**src/design/gsa_pkg.sv**
```systemverilog
package gsa_pkg;

   localparam int MAX_LEN    = 32;
   localparam int LEN_W      = $clog2(MAX_LEN + 1);
   localparam int IDX_W      = $clog2(MAX_LEN);
   localparam int COL_W      = $clog2(2 * MAX_LEN + 1);
   localparam int PATH_W     = $clog2(2 * MAX_LEN);
   localparam int PATH_DEPTH = 2 * MAX_LEN;
   localparam int DIR_AW     = 2 * IDX_W;
   localparam int DIR_DEPTH  = 1 << DIR_AW;
   localparam int SYM_W      = 8;
   localparam int CFG_W      = 5;
   localparam int SCORE_W    = 11;
   localparam int KIND_W     = 2;
   localparam int CSR_IDX_W  = 2;

   typedef logic signed [SCORE_W-1:0] score_type;
   typedef logic signed [CFG_W-1:0]   cfg_type;
   typedef logic [SYM_W-1:0]          sym_type;

   localparam cfg_type GAP_RESET      = -5'sd2;
   localparam cfg_type MATCH_RESET    = 5'sd0;
   localparam cfg_type MISMATCH_RESET = -5'sd1;

   typedef enum logic [KIND_W-1:0] {
      KIND_APPEND_A = 2'd0,
      KIND_APPEND_B = 2'd1,
      KIND_ALIGN    = 2'd2
   } kind_type;

   typedef enum logic [CSR_IDX_W-1:0] {
      CSR_GAP      = 2'd0,
      CSR_MATCH    = 2'd1,
      CSR_MISMATCH = 2'd2
   } csr_type;

   typedef enum logic [1:0] {
      DIR_LEFT = 2'd1,
      DIR_DIAG = 2'd2,
      DIR_UP   = 2'd3
   } dir_type;

   typedef enum logic [3:0] {
      ST_IDLE,
      ST_INIT,
      ST_ROW,
      ST_FILL_RD,
      ST_FILL_CALC,
      ST_TB_RD,
      ST_TB_STEP,
      ST_EM_RD,
      ST_EM_OUT,
      ST_EMPTY
   } state_type;

   typedef struct packed {
      score_type score;
      dir_type   dir;
   } cell_res_type;

endpackage

```
**src/design/gsa_cell.sv**
```systemverilog
module gsa_cell (
   input  gsa_pkg::score_type    diag,
   input  gsa_pkg::score_type    up,
   input  gsa_pkg::score_type    left,
   input  gsa_pkg::sym_type      sym_a,
   input  gsa_pkg::sym_type      sym_b,
   input  gsa_pkg::score_type    gap,
   input  gsa_pkg::score_type    match,
   input  gsa_pkg::score_type    mismatch,
   output gsa_pkg::cell_res_type res
);
   import gsa_pkg::*;

   score_type diag_s;
   score_type up_s;
   score_type left_s;

   assign diag_s = diag + ((sym_a == sym_b) ? match : mismatch);
   assign up_s   = up + gap;
   assign left_s = left + gap;

   // ties keep diagonal, then up
   always_comb begin
      res.score = diag_s;
      res.dir   = DIR_DIAG;
      if (up_s > res.score) begin
         res.score = up_s;
         res.dir   = DIR_UP;
      end
      if (left_s > res.score) begin
         res.score = left_s;
         res.dir   = DIR_LEFT;
      end
   end

endmodule

```
**src/design/global_sequence_aligner_core.sv**
```systemverilog
// Global (Needleman-Wunsch) aligner. Items with kind 0 or 1 append a byte to
// string A or B and are taken without raising busy; a byte past 32 symbols
// is dropped and reported as truncated on the next alignment. An align item
// holds busy while one shared cell unit fills the score matrix through the
// score-row memory, and then walks the direction memory back from the
// corner. Results come out one every other cycle, each on rsp_valid for one
// cycle only, and must be taken as they appear; the last is marked by
// rsp_last_column. Both strings and the truncation flag are cleared once the
// last result is out.
module global_sequence_aligner_core (
   input  logic                            clock,
   input  logic                            reset,
   input  logic                            start,
   output logic                            busy,
   input  logic [gsa_pkg::KIND_W-1:0]      req_kind,
   input  gsa_pkg::sym_type                req_symbol,
   input  logic                            csr_write_enable,
   input  logic [gsa_pkg::CSR_IDX_W-1:0]   csr_index,
   input  logic [gsa_pkg::CFG_W-1:0]       csr_wdata,
   output logic                            rsp_valid,
   output gsa_pkg::score_type              rsp_final_score,
   output gsa_pkg::sym_type                rsp_column_a,
   output gsa_pkg::sym_type                rsp_column_b,
   output logic                            rsp_gap_in_a,
   output logic                            rsp_gap_in_b,
   output logic                            rsp_no_column,
   output logic                            rsp_truncated,
   output logic                            rsp_last_column
);
   import gsa_pkg::*;

   state_type state_ff, state_in;
   logic [LEN_W-1:0] len_a_ff, len_a_in, len_b_ff, len_b_in;
   logic ovf_ff, ovf_in;
   cfg_type gap_ff, match_ff, mismatch_ff;

   logic [LEN_W-1:0] m_ff, m_in, n_ff, n_in;
   logic trunc_ff, trunc_in;
   logic [LEN_W-1:0] i_ff, i_in, j_ff, j_in;
   logic [LEN_W-1:0] ti_ff, ti_in, tj_ff, tj_in;
   logic [LEN_W-1:0] ei_ff, ei_in, ej_ff, ej_in;
   logic [COL_W-1:0] cols_ff, cols_in, k_ff, k_in;
   score_type acc_ff, acc_in, row_base_ff, row_base_in;
   score_type diag_ff, diag_in, left_ff, left_in, final_ff, final_in;

   logic rsp_valid_ff, rsp_valid_in;
   score_type rsp_score_ff, rsp_score_in;
   sym_type rsp_a_ff, rsp_a_in, rsp_b_ff, rsp_b_in;
   logic rsp_ga_ff, rsp_ga_in, rsp_gb_ff, rsp_gb_in;
   logic rsp_none_ff, rsp_none_in, rsp_trunc_ff, rsp_trunc_in;
   logic rsp_last_ff, rsp_last_in;

   sym_type string_a_ff [MAX_LEN];
   sym_type string_b_ff [MAX_LEN];
   logic a_we, b_we;

   score_type score_mem [MAX_LEN];
   logic sc_we;
   logic [IDX_W-1:0] sc_addr;
   score_type sc_wdata, sc_rdata_ff;

   dir_type dir_mem [DIR_DEPTH];
   logic dir_we;
   logic [DIR_AW-1:0] dir_waddr, dir_raddr;
   dir_type dir_rdata_ff;

   dir_type path_mem [PATH_DEPTH];
   logic path_we;
   dir_type path_wdata, path_rdata_ff;
   logic [COL_W-1:0] path_ridx;

   logic [LEN_W-1:0] im1, jm1, tim1, tjm1, ti_next, tj_next;
   logic [IDX_W-1:0] a_idx, b_idx;
   sym_type sym_a, sym_b;
   score_type gap_ext, match_ext, mismatch_ext;
   cell_res_type cell_res;
   dir_type tb_dir;
   logic em_last;

   assign gap_ext      = score_type'(gap_ff);
   assign match_ext    = score_type'(match_ff);
   assign mismatch_ext = score_type'(mismatch_ff);

   assign im1  = i_ff - LEN_W'(1);
   assign jm1  = j_ff - LEN_W'(1);
   assign tim1 = ti_ff - LEN_W'(1);
   assign tjm1 = tj_ff - LEN_W'(1);

   assign a_idx = (state_ff == ST_EM_OUT) ? ei_ff[IDX_W-1:0] : im1[IDX_W-1:0];
   assign b_idx = (state_ff == ST_EM_OUT) ? ej_ff[IDX_W-1:0] : jm1[IDX_W-1:0];
   assign sym_a = string_a_ff[a_idx];
   assign sym_b = string_b_ff[b_idx];

   assign sc_addr   = jm1[IDX_W-1:0];
   assign dir_waddr = {im1[IDX_W-1:0], jm1[IDX_W-1:0]};
   assign dir_raddr = {tim1[IDX_W-1:0], tjm1[IDX_W-1:0]};
   assign path_ridx = cols_ff - COL_W'(1) - k_ff;
   assign em_last   = (k_ff == cols_ff - COL_W'(1));

   gsa_cell u_cell (
      .diag     (diag_ff),
      .up       (sc_rdata_ff),
      .left     (left_ff),
      .sym_a    (sym_a),
      .sym_b    (sym_b),
      .gap      (gap_ext),
      .match    (match_ext),
      .mismatch (mismatch_ext),
      .res      (cell_res)
   );

   always_comb begin
      if (ti_ff == '0) begin
         tb_dir = DIR_LEFT;
      end else if (tj_ff == '0) begin
         tb_dir = DIR_UP;
      end else begin
         tb_dir = dir_rdata_ff;
      end
      ti_next = ti_ff;
      tj_next = tj_ff;
      case (tb_dir)
         DIR_DIAG: begin
            ti_next = tim1;
            tj_next = tjm1;
         end
         DIR_LEFT: begin
            tj_next = tjm1;
         end
         default: begin
            ti_next = tim1;
         end
      endcase
   end

   always_comb begin
      state_in    = state_ff;
      len_a_in    = len_a_ff;
      len_b_in    = len_b_ff;
      ovf_in      = ovf_ff;
      m_in        = m_ff;
      n_in        = n_ff;
      trunc_in    = trunc_ff;
      i_in        = i_ff;
      j_in        = j_ff;
      ti_in       = ti_ff;
      tj_in       = tj_ff;
      ei_in       = ei_ff;
      ej_in       = ej_ff;
      cols_in     = cols_ff;
      k_in        = k_ff;
      acc_in      = acc_ff;
      row_base_in = row_base_ff;
      diag_in     = diag_ff;
      left_in     = left_ff;
      final_in    = final_ff;
      a_we        = 1'b0;
      b_we        = 1'b0;
      sc_we       = 1'b0;
      sc_wdata    = acc_ff;
      dir_we      = 1'b0;
      path_we     = 1'b0;
      path_wdata  = tb_dir;

      rsp_valid_in = 1'b0;
      rsp_score_in = final_ff;
      rsp_a_in     = '0;
      rsp_b_in     = '0;
      rsp_ga_in    = 1'b0;
      rsp_gb_in    = 1'b0;
      rsp_none_in  = 1'b0;
      rsp_trunc_in = trunc_ff;
      rsp_last_in  = 1'b0;

      case (state_ff)
         ST_IDLE: begin
            if (start) begin
               case (req_kind)
                  KIND_APPEND_A: begin
                     if (len_a_ff < LEN_W'(MAX_LEN)) begin
                        a_we     = 1'b1;
                        len_a_in = len_a_ff + LEN_W'(1);
                     end else begin
                        ovf_in = 1'b1;
                     end
                  end
                  KIND_APPEND_B: begin
                     if (len_b_ff < LEN_W'(MAX_LEN)) begin
                        b_we     = 1'b1;
                        len_b_in = len_b_ff + LEN_W'(1);
                     end else begin
                        ovf_in = 1'b1;
                     end
                  end
                  KIND_ALIGN: begin
                     m_in        = len_a_ff;
                     n_in        = len_b_ff;
                     trunc_in    = ovf_ff;
                     i_in        = LEN_W'(1);
                     j_in        = LEN_W'(1);
                     acc_in      = gap_ext;
                     final_in    = '0;
                     row_base_in = '0;
                     state_in    = ST_INIT;
                  end
                  default: begin
                  end
               endcase
            end
         end
         ST_INIT: begin
            if (j_ff > n_ff) begin
               if (m_ff == '0) begin
                  ti_in    = m_ff;
                  tj_in    = n_ff;
                  cols_in  = '0;
                  state_in = (n_ff == '0) ? ST_EMPTY : ST_TB_RD;
               end else begin
                  state_in = ST_ROW;
               end
            end else begin
               sc_we    = 1'b1;
               sc_wdata = acc_ff;
               final_in = acc_ff;
               acc_in   = acc_ff + gap_ext;
               j_in     = j_ff + LEN_W'(1);
            end
         end
         ST_ROW: begin
            diag_in     = row_base_ff;
            left_in     = row_base_ff + gap_ext;
            row_base_in = row_base_ff + gap_ext;
            final_in    = row_base_ff + gap_ext;
            j_in        = LEN_W'(1);
            if (n_ff == '0) begin
               if (i_ff == m_ff) begin
                  ti_in    = m_ff;
                  tj_in    = n_ff;
                  cols_in  = '0;
                  state_in = ST_TB_RD;
               end else begin
                  i_in = i_ff + LEN_W'(1);
               end
            end else begin
               state_in = ST_FILL_RD;
            end
         end
         ST_FILL_RD: begin
            state_in = ST_FILL_CALC;
         end
         ST_FILL_CALC: begin
            sc_we    = 1'b1;
            sc_wdata = cell_res.score;
            dir_we   = 1'b1;
            diag_in  = sc_rdata_ff;
            left_in  = cell_res.score;
            final_in = cell_res.score;
            if (j_ff == n_ff) begin
               if (i_ff == m_ff) begin
                  ti_in    = m_ff;
                  tj_in    = n_ff;
                  cols_in  = '0;
                  state_in = ST_TB_RD;
               end else begin
                  i_in     = i_ff + LEN_W'(1);
                  state_in = ST_ROW;
               end
            end else begin
               j_in     = j_ff + LEN_W'(1);
               state_in = ST_FILL_RD;
            end
         end
         ST_TB_RD: begin
            state_in = ST_TB_STEP;
         end
         ST_TB_STEP: begin
            path_we = 1'b1;
            cols_in = cols_ff + COL_W'(1);
            ti_in   = ti_next;
            tj_in   = tj_next;
            if (ti_next == '0 && tj_next == '0) begin
               k_in     = '0;
               ei_in    = '0;
               ej_in    = '0;
               state_in = ST_EM_RD;
            end else begin
               state_in = ST_TB_RD;
            end
         end
         ST_EM_RD: begin
            state_in = ST_EM_OUT;
         end
         ST_EM_OUT: begin
            rsp_valid_in = 1'b1;
            rsp_last_in  = em_last;
            case (path_rdata_ff)
               DIR_DIAG: begin
                  rsp_a_in = sym_a;
                  rsp_b_in = sym_b;
                  ei_in    = ei_ff + LEN_W'(1);
                  ej_in    = ej_ff + LEN_W'(1);
               end
               DIR_LEFT: begin
                  rsp_b_in  = sym_b;
                  rsp_ga_in = 1'b1;
                  ej_in     = ej_ff + LEN_W'(1);
               end
               default: begin
                  rsp_a_in  = sym_a;
                  rsp_gb_in = 1'b1;
                  ei_in     = ei_ff + LEN_W'(1);
               end
            endcase
            k_in = k_ff + COL_W'(1);
            if (em_last) begin
               len_a_in = '0;
               len_b_in = '0;
               ovf_in   = 1'b0;
               state_in = ST_IDLE;
            end else begin
               state_in = ST_EM_RD;
            end
         end
         ST_EMPTY: begin
            rsp_valid_in = 1'b1;
            rsp_none_in  = 1'b1;
            rsp_last_in  = 1'b1;
            len_a_in     = '0;
            len_b_in     = '0;
            ovf_in       = 1'b0;
            state_in     = ST_IDLE;
         end
         default: begin
            state_in = ST_IDLE;
         end
      endcase
   end

   always_ff @(posedge clock) begin
      if (reset) begin
         state_ff     <= ST_IDLE;
         len_a_ff     <= '0;
         len_b_ff     <= '0;
         ovf_ff       <= 1'b0;
         rsp_valid_ff <= 1'b0;
         gap_ff       <= GAP_RESET;
         match_ff     <= MATCH_RESET;
         mismatch_ff  <= MISMATCH_RESET;
      end else begin
         state_ff     <= state_in;
         len_a_ff     <= len_a_in;
         len_b_ff     <= len_b_in;
         ovf_ff       <= ovf_in;
         rsp_valid_ff <= rsp_valid_in;
         if (csr_write_enable) begin
            case (csr_index)
               CSR_GAP:      gap_ff      <= csr_wdata;
               CSR_MATCH:    match_ff    <= csr_wdata;
               CSR_MISMATCH: mismatch_ff <= csr_wdata;
               default: begin
               end
            endcase
         end
      end
   end

   always_ff @(posedge clock) begin
      m_ff         <= m_in;
      n_ff         <= n_in;
      trunc_ff     <= trunc_in;
      i_ff         <= i_in;
      j_ff         <= j_in;
      ti_ff        <= ti_in;
      tj_ff        <= tj_in;
      ei_ff        <= ei_in;
      ej_ff        <= ej_in;
      cols_ff      <= cols_in;
      k_ff         <= k_in;
      acc_ff       <= acc_in;
      row_base_ff  <= row_base_in;
      diag_ff      <= diag_in;
      left_ff      <= left_in;
      final_ff     <= final_in;
      rsp_score_ff <= rsp_score_in;
      rsp_a_ff     <= rsp_a_in;
      rsp_b_ff     <= rsp_b_in;
      rsp_ga_ff    <= rsp_ga_in;
      rsp_gb_ff    <= rsp_gb_in;
      rsp_none_ff  <= rsp_none_in;
      rsp_trunc_ff <= rsp_trunc_in;
      rsp_last_ff  <= rsp_last_in;
      if (a_we) begin
         string_a_ff[len_a_ff[IDX_W-1:0]] <= req_symbol;
      end
      if (b_we) begin
         string_b_ff[len_b_ff[IDX_W-1:0]] <= req_symbol;
      end
   end

   always_ff @(posedge clock) begin
      if (sc_we) begin
         score_mem[sc_addr] <= sc_wdata;
      end
      sc_rdata_ff <= score_mem[sc_addr];
   end

   always_ff @(posedge clock) begin
      if (dir_we) begin
         dir_mem[dir_waddr] <= cell_res.dir;
      end
      dir_rdata_ff <= dir_mem[dir_raddr];
   end

   always_ff @(posedge clock) begin
      if (path_we) begin
         path_mem[cols_ff[PATH_W-1:0]] <= path_wdata;
      end
      path_rdata_ff <= path_mem[path_ridx[PATH_W-1:0]];
   end

   assign busy            = (state_ff != ST_IDLE);
   assign rsp_valid       = rsp_valid_ff;
   assign rsp_final_score = rsp_score_ff;
   assign rsp_column_a    = rsp_a_ff;
   assign rsp_column_b    = rsp_b_ff;
   assign rsp_gap_in_a    = rsp_ga_ff;
   assign rsp_gap_in_b    = rsp_gb_ff;
   assign rsp_no_column   = rsp_none_ff;
   assign rsp_truncated   = rsp_trunc_ff;
   assign rsp_last_column = rsp_last_ff;

endmodule
```
**config.mk**
```make
export PLATFORM = sky130hd
export DESIGN_NAME = global_sequence_aligner_core
export DESIGN_NICKNAME = d
export VERILOG_FILES = /design/src/design/gsa_pkg.sv /design/src/design/gsa_cell.sv /design/src/design/global_sequence_aligner_core.sv
export SDC_FILE = /design/constraint.sdc
export NUM_CORES = 2
export LEC_CHECK = 0
export BUFFER_PORTS_ARGS = -buffer_cell sky130_fd_sc_hd__buf_2
export CAP_MARGIN = 10
export CORE_MARGIN = 2
export CORE_UTILIZATION = 57
export DETAILED_ROUTE_END_ITERATION = 16
export HOLD_SLACK_MARGIN = 0.06
export PLACE_DENSITY_LB_ADDON = 0.2
export SYNTH_ARGS = -nofsm -noshare
export SYNTH_HDL_FRONTEND = slang
export SYNTH_SLANG_ARGS = --single-unit
```
**constraint.sdc**
```tcl
create_clock -name clock -period 70.2 [get_ports clock]
set_input_delay 17.55 -clock clock [delete_from_list [all_inputs] [get_ports clock]]
set_output_delay 17.55 -clock clock [all_outputs]
set_load 0.02 [all_outputs]
```
==> After elaboration in Yosys (flattened, before gate mapping) <==
Memory sizes are Yosys's and may differ from the RTL's. A register that Yosys moved wholly into a read port is not among the register bits.
Index checks and enable logic that the tools add are counted.
{ "totals": {"mem_count": 5, "out_inout_bits": 34, "ram_bits": 3040, "reg_bits": 183} }
{ "op_classes": {"n_lt_le_gt_ge": 5, "addsub": 19, "n_reduce_logical": 41, "n_bitwise": 1, "muxes": 109, "n_eq_ne": 41} }
{ "mem_list": {"columns": ["name", "depth", "word_bits", "rd", "rd_clocked_by_memory_dff", "wr", "line", "source"], "rows": [
  ["dir_mem", 1024, 2, 1, 1, 1, "global_sequence_aligner_core.sv:62", "dir_type dir_mem [DIR_DEPTH];"],
  ["score_mem", 32, 11, 1, 1, 1, "global_sequence_aligner_core.sv:57", "score_type score_mem [MAX_LEN];"],
  ["string_a_ff", 32, 8, 1, 0, 1, "global_sequence_aligner_core.sv:53", "sym_type string_a_ff [MAX_LEN];"],
  ["string_b_ff", 32, 8, 1, 0, 1, "global_sequence_aligner_core.sv:54", "sym_type string_b_ff [MAX_LEN];"],
  ["path_mem", 64, 2, 1, 1, 1, "global_sequence_aligner_core.sv:67", "dir_type path_mem [PATH_DEPTH];"]
]} }
{ "ops": {"columns": ["op", "n"], "rows": [
  ["$mux W6", 29],
  ["$mux W11", 8],
  ["$pmux W11 S2", 4],
  ["$pmux W6 S4", 3],
  ["$pmux W6 S3", 3],
  ["$add A11 B5 Y11", 4],
  ["$pmux W11 S4", 1],
  ["$mux W7", 6],
  ["$add A6 B1 Y6 const B", 6],
  ["$logic_not A6 Y1", 6],
  ["$pmux W4 S9", 1],
  ["$mux W4", 8],
  ["$mux W1", 29],
  ["$pmux W7 S4", 1],
  ["$mux W13", 2],
  ["$ne A2 B2 Y1 const B", 13],
  ["$reduce_and A5 Y1", 5],
  ["$pmux W6 S2", 2],
  ["$gt A11 B11 Y1", 2],
  ["$eq A4 B3 Y1 const B", 4],
  ["$add A7 B1 Y7 const B", 2],
  ["$pmux W7 S2", 1],
  ["$eq A6 B6 Y1", 2],
  ["$lt A6 B6 Y1 const B", 2],
  ["other kinds (33)", 72]
]} }

==> Longest topological paths before layout <==
An unclocked memory read counts as a cell.
{ "depth": {"ltp_word": 11, "depth_mapped": 55, "mapped_depth_nobuf": 48} }

==> Cells and area by module <==
A second synthesis with hierarchy kept.
{ "unflattened": {"cells_unflattened": 7368, "area_unflattened_um2": 133220.3} }
{ "modules_own_cells": {"columns": ["mod", "area_each_um2", "instances", "cells_per_inst", "seq_area_each_um2"], "rows": [
  ["global_sequence_aligner_core", 130806.7, 1, 7068, 96372.4],
  ["gsa_cell", 2413.6, 1, 300, 0.0]
]} }

==> Worst setup path before layout <==
No wires, ideal clock.
{ "synth_path": {"path_kind": "reg2reg", "startpoint": "reg state_ff[2]", "endpoint": "mem dir_mem[0][0] (netlist name), data pin", "slack_ns": 3.988, "period_less_slack_ns": 66.212, "t_arrival_ns": 62.368, "path_stages_with_launch": 51, "setup_time_ns": 3.844, "path_cell_list": "dfxtp_1 buf_2 or4b_1 buf_4 mux2_2 buf_2 buf_2 buf_2 nand2_1 a32oi_1 a31oi_1 a2111oi_0 xnor2_1 nor4_4 nand2_1 mux2_2 ha_1 a21oi_1 (+15 left out) buf_6 buf_4 nor2_1 a21oi_1 ha_1 nor2b_1 o21a_1 o21a_1 o21a_1 o21a_1 o21a_1 o21a_1 o21a_1 o21ai_0 a31oi_1 clkinv_1 clkbuf_1 nand2_1"} }
{ "synth_rtl": {"columns": ["item", "line", "source"], "rows": [
  ["start, declared", "global_sequence_aligner_core.sv:32", "state_type state_ff, state_in;"],
  ["start signal, assigned", "global_sequence_aligner_core.sv:350", "state_ff <= state_in;"],
  ["end, declared", "global_sequence_aligner_core.sv:62", null]
]} }

==> Worst setup path in the final report <==
{ "layout_path": {"startpoint": "reg state_ff[3]", "endpoint": "out busy"} }
{ "layout_via": {"elab_chain_len": 1} }
{ "layout_lines": {"columns": ["item", "line", "source"], "rows": [
  ["$reduce_bool A4 Y1", "global_sequence_aligner_core.sv:421", "assign busy = (state_ff != ST_IDLE);"],
  ["end, declared", "global_sequence_aligner_core.sv:14", "output logic busy,"]
]} }
No other way between the ends.

==> reports/results.txt <==
Run status = complete, no violations
I/O pin count = 55
Die ar. = 238000 um^2
Remaining DRCs = 0
Synth-to-layout area growth = 10.8%
Synth warn = 0
Setup repair bufs after CTS = 0
Cell Pwr Density = 35.0 nW/um^2
Met1 wire length = 129 mm
Most frequent cells in the layout = edfxtp_1, nor2_1, mux4_2
Met3 WL post-DR = 30.1 mm
CTS tree = done
WL final = 324 mm
Synth Cell Area = 133000 um^2
Share of cells above drive strength 1 = 20.1%
Register share of total power = 51.5%
Synthesized flop and latch total = 3236
GRT Total Usage = 27.3%
Largest net degree at the start of global routing = 255
Via count = 71.0k
Crit-path max FO = 11
Final instance area = 148000 um^2
Max Clock Freq = 49.3 MHz
Critical setup path kind = flop to primary output
WL met2 = 156 mm
Crit start category = flop
Worst skew pair latency = 960 ps
Overflow after GRT = 0
Peak VDD IR = 0.0866 mV
Max_slew headroom = 12.6%
Mapped Nets = 7803
Final period util = 28.9%
Asr flop ratio synth = 0%
Hold path cells = 0
Initial antenna violation count = 8
Slew Viols, Final = 0
Area of the multi-input gates = 35200 um^2
Clk sink count = 3236
Antenna Violating Nets Remaining = 0
Synth top area share = 71.0%
Commonest non-fill, non-tap cell in the layout = edfxtp_1
Clock power share = 33.4%
Initial Util = 57.3%
Core area = 233000 um^2
Setup skew after layout = 56.4 ps
Setup TNS = 0 ps
Worst Max-Slew Pin Slew = 1310 ps
Hold_buf cts = 0
EDFF count, synth = 3156
Finish-stage setup viols = 0
H-tree depth = 5
Vias in the first global route = 72.3k
Final hold violations = 0
Max layer used = met4
Drt pass-1 iters = 6
Initial drt markers = 9529
# nets final = 7804
Final Wtd Congestion = 0.861
Minimum clock period = 20300 ps
Port Buffers = 54
MaxCap Viol Count = 0
DP Area = 137000 um^2
Main synth FF type = edfxtp_1
First-pass GRT wire length = 476 mm
Worst Setup End Kind = primary output
FF/Latch Area = 96400 um^2
Reg2reg path depth = 48
Static Leakage = 0.0463 uW
Worst Path Required = 52650 ps
Max Buffers Root-to-Sink = 4
RSZ-0062 raised after global routing = false
Synth top area cells = edfxtp_1, mux4_2, nor2_1
Hold slack = 340 ps
Int Pwr = 3800 uW
Seq/Total Area, Yosys = 72.2%
Number of filler cells placed in the layout = 16.0k
P_sw = 1380 uW
WP data arrival = 2750 ps
Biggest area consumer among synthesized cells = edfxtp_1
Syn Area/Cell = 17.4 um^2
Drt via density = 6.43
Gate power share = 15.2%
Site Rows = 177
Dpl hpwl = 175 mm
Clk slew on worst S/H paths = 60 ps
Cell variety after synth = 84
CTS resizes = 0
Chip width = 488 um
Power after layout = 5180 uW
Die Y = 488 um
Sw Ratio = 26.7%
Mapped Cells = 7667
Drt wl/cell = 29.3 um
Num CTS Buffers = 339
Worst Hold Class = flop to flop
CTS Root Cell = clkbuf_16
path summary, 6_finish.rpt:
path / slack, ps / to / start
worst max-delay path: 49900 / busy / state_ff[3]
worst min-delay path: 340 / rsp_final_score[8] / final_ff[8]
worst max register to register: 55070 / dir_mem[271][0] / j_ff[0]
worst min register to register: 340 / rsp_final_score[8] / final_ff[8]
cell families after synthesis:
logic type / share of synthesized area (%)
flops: 72.2
compound gates: 2.43
mux: 15.0
simple gates: 6.63
buf+inv: 1.76
fa+ha+maj: 1.13
xor+xnor: 0.851
routing by layer:
layer | global-route usage, % | vias to the layer above
met5 | 0 | -
met2 | 43.2 | 3615
met4 | 7.97 | 0
met3 | 4.83 | 553
met1 | 39.6 | 36900
li1 | - | 29962
state kept, by name (all words and copies together), names as in the netlist, 11 cells and up:
signal           flops
acc_ff              11
final_ff            11
left_ff             11
path_mem           128
diag_ff             11
sc_rdata_ff         11
dir_mem           2048
score_mem          352
rsp_final_score     11
string_a_ff        256
row_base_ff         11
string_b_ff        256
Yosys cell counts (28+ instances only):
master and count:
a21oi_1 130, buf_2 38, a221oi_1 32, ha_1 109, mux4_2 837, clkbuf_1 332, nor2_1 1353, edfxtp_1 3156
nand3_1 149, and2_1 30, mux2i_1 86, o21ai_0 74, xor2_1 55, a32oi_1 39, inv_1 83, a31oi_1 28
dfxtp_1 80, xnor2_1 72, nor3_1 34, nand2_1 459, buf_1 137
worst max-delay path, stage by stage (launching register included):
cell,delay [ps]
dfxtp_1,390
or2_2,400
nor3_1,540
inv_1,250
buf_2,230
power by group through the flow:
stage	sequential (uW)	combinational, uW	clock [uW]
detailed placement	2700	783	0
global route	2670	863	1820
floorplan	3350	446	0
finish	2670	785	1730
global placement	2700	768	0
CTS	2660	787	1750
cell type report:
| class | instances | share of cell area (%) |
|---|---|---|
| antenna | 2 | 0.00339 |
| clock buffer | 428 | 6.13 |
| clock inverter | 157 | 1.00 |
| inverter | 85 | 0.222 |
| multi-input combinational | 3831 | 23.8 |
| sequential | 3236 | 65.2 |
| tap | 3132 | 2.65 |
| timing repair buffer | 175 | 0.990 |
metrics by stage:
step / util, % / setup slack, ps / cells
2_1_floorplan: - / 3990 / 7667
3_3_place_gp: 58.9 / 50180 / 10452
3_5_place_dp: 58.9 / 50040 / 10452
4_1_cts: 63.4 / 49870 / 11037
5_1_grt: 63.5 / 49790 / 11045
6_report: 63.5 / 49900 / 11046
No activity file was read; power rests on OpenSTA's default activity.
